File: src/rtl/core/smad_pkg.sv
// ----------------------------------------------------------------------------
// smad_pkg
// Sizes, constants and controller/datapath interface types of the
// six-axis moving average with deadband.
// ----------------------------------------------------------------------------
`default_nettype none

package smad_pkg;

  // Window length and channel layout.
  localparam int WINDOW   = 25;
  localparam int CHANNELS = 6;
  localparam int DATA_W   = 32;
  localparam int ROW_W    = DATA_W * CHANNELS;

  // A sum of WINDOW samples grows by at most $clog2(WINDOW) bits.
  localparam int SUM_W  = DATA_W + $clog2(WINDOW);
  localparam int CNT_W  = $clog2(WINDOW + 1);
  localparam int SLOT_W = (WINDOW > 1) ? $clog2(WINDOW) : 1;
  localparam int STEP_W = $clog2(SUM_W);

  // Deadband register.
  localparam int BAND_W = 31;
  localparam logic [BAND_W-1:0] DEAD_BAND_RESET = 31'd131072;

  // Commands from the controller to the datapath.
  typedef struct packed {
    logic capture;   // latch the item and read the oldest ring entry
    logic sub_old;   // remove the oldest sample from the sums when full
    logic add_new;   // add the new sample, write the ring, advance pointers
    logic div_init;  // load the divider lanes with the sum magnitudes
    logic div_step;  // one quotient bit in every lane
    logic load_out;  // apply the deadband and load the output register
  } cmd_t;

  // Status from the datapath to the controller.
  typedef struct packed {
    logic div_last;  // the current division step is the final one
  } sts_t;

endpackage

`default_nettype wire

File: src/rtl/core/smad_ctrl.sv
// ----------------------------------------------------------------------------
// smad_ctrl
// Sequencer for one item: capture, sum update, bit-serial divide and
// output load. Also owns the output valid flag.
// ----------------------------------------------------------------------------
`default_nettype none

module smad_ctrl
  import smad_pkg::*;
(
  input  wire  clk,
  input  wire  rst,
  input  wire  in_valid,
  output logic in_ready,
  output logic out_valid,
  input  wire  out_ready,
  output cmd_t cmd,
  input  sts_t sts
);

  typedef enum logic [5:0] {
    S_IDLE  = 6'b000001,
    S_SUB   = 6'b000010,
    S_ADD   = 6'b000100,
    S_DINIT = 6'b001000,
    S_DIV   = 6'b010000,
    S_FIN   = 6'b100000
  } state_t;

  state_t state;
  state_t state_next;
  logic   out_free;

  // The output register can take a new result when empty or being drained.
  // No item is taken while reset is held.
  assign out_free = !out_valid || out_ready;
  assign in_ready = (state == S_IDLE) && !rst;

  // Command decode.
  always_comb begin
    cmd          = '0;
    cmd.capture  = in_ready && in_valid;
    cmd.sub_old  = (state == S_SUB);
    cmd.add_new  = (state == S_ADD);
    cmd.div_init = (state == S_DINIT);
    cmd.div_step = (state == S_DIV);
    cmd.load_out = (state == S_FIN) && out_free;
  end

  // Next-state logic.
  always_comb begin
    state_next = state;
    case (state)
      S_IDLE: begin
        if (in_valid) state_next = S_SUB;
      end
      S_SUB:   state_next = S_ADD;
      S_ADD:   state_next = S_DINIT;
      S_DINIT: state_next = S_DIV;
      S_DIV: begin
        if (sts.div_last) state_next = S_FIN;
      end
      S_FIN: begin
        if (out_free) state_next = S_IDLE;
      end
      default: state_next = S_IDLE;
    endcase
  end

  // State and output valid registers.
  always_ff @(posedge clk) begin
    if (rst) begin
      state     <= S_IDLE;
      out_valid <= 1'b0;
    end else begin
      state <= state_next;
      if (cmd.load_out) begin
        out_valid <= 1'b1;
      end else if (out_ready) begin
        out_valid <= 1'b0;
      end
    end
  end

endmodule

`default_nettype wire

File: config.mk
export PLATFORM = sky130hd
export DESIGN_NAME = smad_ctrl
export DESIGN_NICKNAME = d
export VERILOG_FILES = /design/src/rtl/core/smad_pkg.sv /design/src/rtl/core/smad_ctrl.sv
export SDC_FILE = /design/constraint.sdc
export NUM_CORES = 1
export LEC_CHECK = 0
export BUFFER_PORTS_ARGS = -buffer_cell sky130_fd_sc_hd__clkbuf_2
export CORE_AREA = 5 5 42 44
export CTS_BUF_LIST = sky130_fd_sc_hd__clkbuf_8
export DETAILED_ROUTE_END_ITERATION = 10
export DIE_AREA = 0 0 47 49
export PLACE_DENSITY_LB_ADDON = 0.25
export SYNTH_ARGS = -nofsm -noshare
export SYNTH_HDL_FRONTEND = slang
export SYNTH_SLANG_ARGS = --single-unit
File: constraint.sdc
create_clock -name clk -period 2.1 [get_ports clk]
set_clock_uncertainty 0.2 [all_clocks]
set_input_delay 0 -clock clk [delete_from_list [all_inputs] [get_ports clk]]
set_output_delay 0 -clock clk [all_outputs]
set_load 0.02 [all_outputs]
* Yosys cells after proc, flatten, opt, wreduce, memory -nomap -nowiden *
Cells that the tools add are included.

cells by class
  reductions and logical operators = 8
  equality and inequality tests = 9
  muxes and demuxes = 6

operators by type and width
  operator            count
  $pmux 6 s6          1
  $mux 6              3
  $eq 6x1->1 const B  1
  $eq 6x2->1 const B  1
  $eq 6x3->1 const B  1
  $eq 6x4->1 const B  1
  $eq 6x5->1 const B  1
  $eq 6x6->1 const B  1
  $ne 2x2->1 const B  2
  $logic_and 1x1->1   3
  $reduce_and 3->1    1
  $logic_not 1->1     2
  $mux 1              2
  $ne 2x1->1 const B  1
  $reduce_bool 2->1   1
  $logic_or 1x1->1    1

storage, ports and cells
  register bits = 7
  input port bits = 5
  output and inout bits = 8
  word-level logic and storage cells = 25

* Longest topological paths before layout *
  word-level depth = 4
  depth in mapped cells = 4
  gate-level depth less buffers = 3

* Worst setup path after synthesis *
OpenSTA, ideal clock, no wires.

  path type = reg-to-reg
  start = register state[2]
  end = register state[0]
  buffers on the path = 1
  path slack = 0.331 ns
  clock period less this slack = 1.769 ns
  library setup time = 0.137 ns
  data required time = 1.763 ns
  arrival time = 1.432 ns
  cell stages (with the launch flop) = 5
  path through = dfxtp_1 buf_2 or4_4 nor3b_2 o41ai_1

RTL lines
  what                      line             source
  start: declaration        smad_ctrl.sv:30  state_t state;
  start signal: assignment  smad_ctrl.sv:76  state <= state_next;

==> flow_summary.yaml <==
floorplanning:
  ios: 13
  rows: 14
  die_x_um: 47
  start_util_pct: 30.4
  coreArea_mm2: 0.00140
  die_h_um: 49
  dieArea_mm2: 0.00230
timing:
  tightest_slew_ns: 0.416
  slew_viol_final: 0
  fin_tns_setup_ns: 0
  rsz0062_at_grt: "false"
  hold_viol: 0
  fin_crit_ns: 1.88
  setup_viol: 0
  fin_crit_sh_pct: 89.4
  setup_ws_ns: 0.223
  fmax_ghz: 0.533
  slew_headroom_pct: 72.0
  whs_ns: 0.378
drt:
  routed_wl_um: 901
  ant_nets: 0
  drc: 0
  wire_per_inst_um: 11.1
  first_iter_violations: 1
  firstDrtPassIters: 2
  viasPerCell: 5.00
  num_vias: 405
worst_setup_path:
  cp_max_fo: 8
  cp.arrival_ns: 1.68
  reg2reg_depth: 4
  critical_path_buf_inv_count: 1
  r2r-end: "out_valid"
  max_stage_delay_ns: 0.44
  worstPathCellList: "nor4_1 > nand3b_1 > nor3b_1 > clkbuf_2"
  critPathKind: "reg -> out"
  cp_top_family: "simple AND/OR/NAND/NOR gates"
  critPathLaunchType: "flip-flop"
  critical_path.slowest_cell: "nor4_1"
  end_kind: "primary output"
  r2r_start: "state[0]"
  reg2reg_slack_ns: 0.26
  cp.required_ns: 1.90
finish:
  regArea_um2: 140
  final_cells: 81
  area_growth_pct: 37.5
  drive_above_1_share_pct: 33.8
  utilization_pct: 41.9
  multiInputGateArea_um2: 272
  diodes: 0
  nets: 71
  nFillCells: 149
place:
  io_buffers: 12
  gp_congestion: 0.696
  dp_slack_ns: 0.472
  placedCellCount: 72
global_routing:
  grt_pass1_wl_um: 1550
  grt_pass1_vias: 352
  antenna_found_initial: 0
  overflow: 0
  grt_util_all_layers_pct: 8.89
  grt_max_degree: 11
synth:
  synth_warnings: 0
  ys_seq_elements: 7
  postSynthCellCount: 47
  ys_seq_area_share_pct: 32.8
  synth_nets: 52
  syn_area_per_cell_um2: 9.08
  syn_area_um2: 427
  synthDistinctLibCells: 26
clock_tree:
  cts.sinks: 7
  cts_tree: "done"
  numCtsBuffers: 3
  htreeDepth: 1
  insertion_delay_ns: 0.22
  postCtsSetupRepairBufs: 0
  clk_path_buf_depth: 2
  clk_pin_slew_ns: 0.04
  ctsRootBufferMaster: "clkbuf_8"
min_path:
  min_to: "state[1]"
  min_from: "rst"
  min_path_cells: 3
  min-delay-path-class: "in -> reg"
power:
  power_density_mw_per_mm2: 647
  power_leakage_nw: 0.236
  ir_drop_v: 0.000338
status:
  status: "finished, final reports clean"
job:
  maxCapViolCount: 0
registers in the layout (all words and copies together), names as in the netlist:
| register | count |
|---|---|
| out_valid | 1 |
| state | 6 |
report_power, final:
group	internal, W	switching [W]	total, W
logic	0.0000282	0.0000253	0.0000535
clock network	0.000126	0.0000524	0.000178
registers	0.000138	0.0000101	0.000148
layout by cell type (no fill, tap or decap), types with 2 or more instances in the layout:
cell type / instances
nor4_1: 2
dfxtp_1: 7
dlygate4sd3_1: 5
clkbuf_2: 12
nor3b_1: 5
clkbuf_8: 3
or4_4: 2
a21oi_1: 2
nor2_1: 7
cells by family after synthesis:
family	after synthesis	synth area share (%)
compound gates	5	7.63
flops	7	32.8
mux	1	2.35
xor+xnor	1	2.05
buf+inv	3	4.99
simple gates	30	50.2
worst register-to-register path: stages, from the launching register on:
cell           delay (ns)
dfxtp_1              0.39
nor4_2               0.44
a21oi_1              0.12
nor2_1               0.09
dlygate4sd3_1        0.54
cell type report:
cell class / instances / area share [%]
timing repair buffer: 17 / 18.8
tap: 16 / 3.41
clock inverter: 1 / 0.640
clock buffer: 3 / 7.04
sequential: 7 / 23.9
multi-input combinational: 37 / 46.3
cells in the mapped netlist:
| cell | instances | area (um^2) |
|---|---|---|
| a21boi_0 | 1 | 7.51 |
| a21oi_1 | 2 | 10.0 |
| a31oi_1 | 1 | 6.26 |
| and2b_2 | 1 | 8.76 |
| and4b_1 | 1 | 10.0 |
| and4bb_2 | 1 | 12.5 |
| buf_2 | 2 | 10.0 |
| buf_6 | 1 | 11.3 |
| dfxtp_1 | 7 | 140 |
| mux2i_1 | 1 | 10.0 |
| nand2_1 | 1 | 3.75 |
| nand3_1 | 1 | 5.00 |
| nand3b_1 | 1 | 7.51 |
| nand4b_1 | 1 | 8.76 |
| nor2_1 | 7 | 26.3 |
| nor2b_1 | 1 | 6.26 |
| nor3b_1 | 5 | 37.5 |
| nor3b_2 | 1 | 12.5 |
| nor4_1 | 3 | 18.8 |
| o41ai_1 | 1 | 8.76 |
| or2b_1 | 1 | 7.51 |
| or3_1 | 1 | 6.26 |
| or4_1 | 1 | 7.51 |
| or4_4 | 2 | 22.5 |
| or4bb_2 | 1 | 12.5 |
| xnor2_1 | 1 | 8.76 |
through the flow:
stage | area (um^2) | power (W)
finish | 587 | 0.000380
global route | 587 | 0.000398
CTS | 581 | 0.000381
detailed placement | 485 | 0.000196
global placement | 485 | 0.000196
floorplan | 427 | 0.000185
layer usage:
layer  vias up  track usage [%]  share of wire (%)
met1       184             11.5                 46
met2         8             13.1                 48
met5         -                0                  0
met4         0             2.76                  0
li1        213                -                  -
met3         0             3.69                6.2
worst max-delay path by stage:
stage | from | endpoint | slack, ns | cells past startpoint
after floorplan | state[2] | state[0] | 0.33 | 4
after global placement | state[0] | state[5] | 0.46 | 3
after detailed placement | state[4] | cmd[5] | 0.47 | 4
after CTS | state[0] | out_valid | 0.13 | 4
after global routing | state[4] | cmd[5] | 0.04 | 4
final | state[4] | cmd[5] | 0.22 | 4
repair_timing:
action | CTS | global route
hold buffers | 5 | 0
endpoints found under the setup margin | 0 | 1
gates resized for setup | 0 | 1
endpoints found under the hold margin | 5 | 0
Power figures use the tool's default switching activity.
